**src/sv/aeps_pkg.sv**
```systemverilog
// Shared types and constants for the active/expired priority scheduler.
// No dependencies; used by aeps_ctrl, aeps_dpath and the top level.
`default_nettype none

package aeps_pkg;

    localparam int QUEUE_DEPTH_DEF = 64;
    localparam int PRIO_LEVELS_DEF = 16;

    localparam int FUNC_W = 2;
    localparam int ID_W   = 8;
    localparam int DYN_W  = 5;
    localparam int STAT_W = 5;
    localparam int PRIO_W = 4;

    typedef enum logic [FUNC_W-1:0] {
        FUNC_ADD     = 2'd0,
        FUNC_GET     = 2'd1,
        FUNC_PREEMPT = 2'd2,
        FUNC_NONE    = 2'd3
    } func_t;

    // Commands from the controller to the datapath.
    typedef struct packed {
        logic load;
        logic exec;
    } cmd_t;

endpackage

`default_nettype wire

```
**src/sv/aeps_ctrl.sv**
```systemverilog
// Controller state machine of the scheduler: accept, execute, respond.
// Depends on aeps_pkg for the command struct.
`default_nettype none

module aeps_ctrl (
    input  wire logic          clk,
    input  wire logic          rst_n,
    input  wire logic          start,
    output logic               busy,
    output logic               done,
    output aeps_pkg::cmd_t     cmd
);

    typedef enum logic [2:0] {
        ST_IDLE = 3'b001,
        ST_EXEC = 3'b010,
        ST_RESP = 3'b100
    } state_t;

    state_t state_reg;
    state_t state_next;

    always_comb
    begin
        state_next = state_reg;
        unique case (state_reg)
            ST_IDLE:
            begin
                if (start)
                begin
                    state_next = ST_EXEC;
                end
            end
            ST_EXEC:
            begin
                state_next = ST_RESP;
            end
            ST_RESP:
            begin
                state_next = start ? ST_EXEC : ST_IDLE;
            end
            default:
            begin
                state_next = ST_IDLE;
            end
        endcase
    end

    always_ff @(posedge clk or negedge rst_n)
    begin
        if (!rst_n)
        begin
            state_reg <= ST_IDLE;
        end
        else
        begin
            state_reg <= state_next;
        end
    end

    // New beat may enter while the previous result is on the outputs.
    assign busy     = (state_reg == ST_EXEC);
    assign done     = (state_reg == ST_RESP);
    assign cmd.load = start && !busy;
    assign cmd.exec = (state_reg == ST_EXEC);

endmodule

`default_nettype wire

```
**config.mk**
```make
export PLATFORM = sky130hd
export DESIGN_NAME = aeps_ctrl
export DESIGN_NICKNAME = d
export VERILOG_FILES = /design/src/sv/aeps_pkg.sv /design/src/sv/aeps_ctrl.sv
export SDC_FILE = /design/constraint.sdc
export NUM_CORES = 1
export LEC_CHECK = 0
export BUFFER_PORTS_ARGS = -buffer_cell sky130_fd_sc_hd__buf_2
export CAP_MARGIN = 20
export CORE_AREA = 4 4 41 43
export DETAILED_ROUTE_END_ITERATION = 8
export DIE_AREA = 0 0 45 47
export PLACE_DENSITY_LB_ADDON = 0.1
export SLEW_MARGIN = 15
export SYNTH_ARGS = -nofsm -noshare
export SYNTH_HDL_FRONTEND = slang
export SYNTH_SLANG_ARGS = --single-unit
```
**constraint.sdc**
```tcl
create_clock -name clk -period 1.3 [get_ports clk]
set_input_delay 0.13 -clock clk [delete_from_list [all_inputs] [get_ports clk]]
set_output_delay 0.13 -clock clk [all_outputs]
set_load 0.05 [all_outputs]
```
==> flow_summary.json <==
{
  "max_cap_viol_count": 0,
  "worst_slew_pin_slew_ps": 249,
  "p_leak_nw": 0.126,
  "hold_class": "in -> reg",
  "vdd_drop_max_v": 0.000664,
  "design_area_sq_um": 299,
  "finalSetupViolations": 1,
  "place_congestion": 0.566,
  "largest_reg_flops": 3,
  "path_class": "reg -> out",
  "ys_warn_count": 0,
  "outcome": "finished, violations left",
  "io_pins": 7,
  "pre_cts_slack_ps": 147,
  "fin_cells": 41,
  "ys_types": 10,
  "portBuffers": 6,
  "dp_cells": 33,
  "fmax_mhz": 768,
  "fp.dieW_um": 45,
  "crit_chain": "nor3b_4, nor2b_1, buf_6",
  "numClockSinks": 3,
  "ctsRootBufferMaster": "clkbuf_4",
  "hold_viol": 0,
  "cts_buffers": 3,
  "clock_path_buffers": 2,
  "grt_pass1_vias": 151,
  "ys_ff_latch": 3,
  "htree_levels": 1,
  "min_period_over_period_pct": 100,
  "start_util_pct": 13.4,
  "postPlaceCellArea_sq_um": 226,
  "crit_slowest_cell": "dfstp_2",
  "num_rows": 13,
  "coreArea_sq_um": 1300,
  "cp_max_fo": 4,
  "syn_area_per_cell_sq_um": 13.4,
  "layout_min_cycle_time_ps": 1300,
  "slowest_delay_ps": 570,
  "violations": "negative setup slack",
  "drcViolationCount": 0,
  "p_per_area_nw_per_um2": 2170,
  "ant_nets": 0,
  "drv_slew": 0,
  "grt_overflow_total": 0,
  "syn-instance-count": 13,
  "grt_max_degree": 7,
  "first_pass_iters": 2,
  "routed_wl_um": 378,
  "rsz0062_at_grt": "yes",
  "final_net_count": 30,
  "viasPerCell": 3.49,
  "synth_nets": 16,
  "synth_largest_area_cell": "dfrtp_1",
  "synth_area_leaders": "dfrtp_1 29%, dfstp_2 15%, nor3b_2 14%",
  "syn2layout_area_growth_pct": 71.9,
  "setup_tns_ps": -1.28,
  "fin_worst_skew_ps": 1.29,
  "crit_buf_inv": 1,
  "synth_top_area_share_pct": 28.8,
  "grt_usage_pct": 4.19,
  "worst_slack_ps": -1.28,
  "num_antenna_cells": 0,
  "chipHeight_um": 47,
  "relSlewSlack_pct": 83.5,
  "final_cell_mix": "5 x buf_4, 3 x clkbuf_4, 3 x buf_2, 2 x nor3b_2, 2 x dfrtp_2",
  "endpoint_kind": "output port",
  "die_area_sq_um": 2120,
  "cts.clk_slew.worst_paths_ps": 30,
  "cp_top_family": "flip-flops",
  "layout-drive-gt1-share_pct": 76.9,
  "crit_required_ps": 1170,
  "cp-start-kind": "flop",
  "grt_antenna_before_repair": 0,
  "mostFrequentLayoutCell": "buf_4",
  "cts_tree": "done",
  "synth_area_sq_um": 174,
  "wire_per_inst_um": 9.22,
  "vias": 143,
  "drtIter0Drc": 3,
  "clock_latency_ps": 230,
  "cp.arrival_ps": 1170,
  "ys_seq_area_share_pct": 43.9,
  "grt_pass1_wl_um": 579
}
## power by group
group / leakage, nW / switching (mW) / internal, mW
Combinational: 0.0770 / 0.148 / 0.145
Sequential: 0.0342 / 0.0533 / 0.143
Clock: 0.0150 / 0.0441 / 0.115
## kinds of logic (layout without fill, tap and decap cells)
family / Yosys count / count (layout) / share of synthesized area (%)
xor+xnor: 1 / 1 / 5.04
buf+inv: 1 / 14 / 4.32
flops: 3 / 3 / 43.9
simple gates: 8 / 8 / 46.8
## Yosys cell counts
master / number
and4bb_1: 1
nor2b_1: 1
buf_4: 1
and4bb_2: 1
dfrtp_1: 2
nor3b_2: 2
xnor2_1: 1
dfstp_2: 1
nor3_2: 1
nor3b_1: 2
## worst paths after layout
kind                              start  slack (ps)            to  cells past startpoint
setup reg to reg           state_reg[0]         180  state_reg[0]                      3
hold reg to reg            state_reg[1]         500  state_reg[1]                      1
hold / removal                    start         200  state_reg[1]                      2
setup / recovery           state_reg[0]          -1        cmd[1]                      3
max in group asynchronous         rst_n         880  state_reg[0]                      2
min in group asynchronous         rst_n         230  state_reg[1]                      2
## worst register-to-register path, cell delays in order, from the launching register on
cell and delay, ps:
dfstp_2 570, buf_4 130, and4bb_2 220, nor3_2 110
## metal layers
| metal | vias up | share of wire [%] | GRT usage [%] |
|---|---|---|---|
| met4 | 0 | 0 | 5.26 |
| met3 | 0 | 9.3 | 1.53 |
| met2 | 6 | 49 | 5.93 |
| li1 | 72 | - | - |
| met5 | - | 0 | 0 |
| met1 | 65 | 42 | 4.33 |
## area by class of cell
cell class                 instances  area [sq um]
multi-input combinational          9           101
timing repair buffer              10          73.8
clock buffer                       4          26.3
sequential                         3          78.8
fill                             151          1000
tap                               15          18.8
## through the flow
stage	hold WS [ps]	util [%]	power, mW
after global routing	209	23.0	0.694
after detailed placement	-71.7	17.4	0.432
after floorplan	-166	-	0.392
after global placement	-71.7	17.4	0.437
final	202	23.0	0.648
after CTS	207	23.0	0.661
## repair_timing
item	CTS	global route
hold buffers	1	0
endpoints found under the setup margin	3	3
hold endpoints to repair	3	0
pin swaps	1	0
gates resized for setup	6	0
buffers inserted	3	0
No activity file was read; power rests on OpenSTA's default activity.
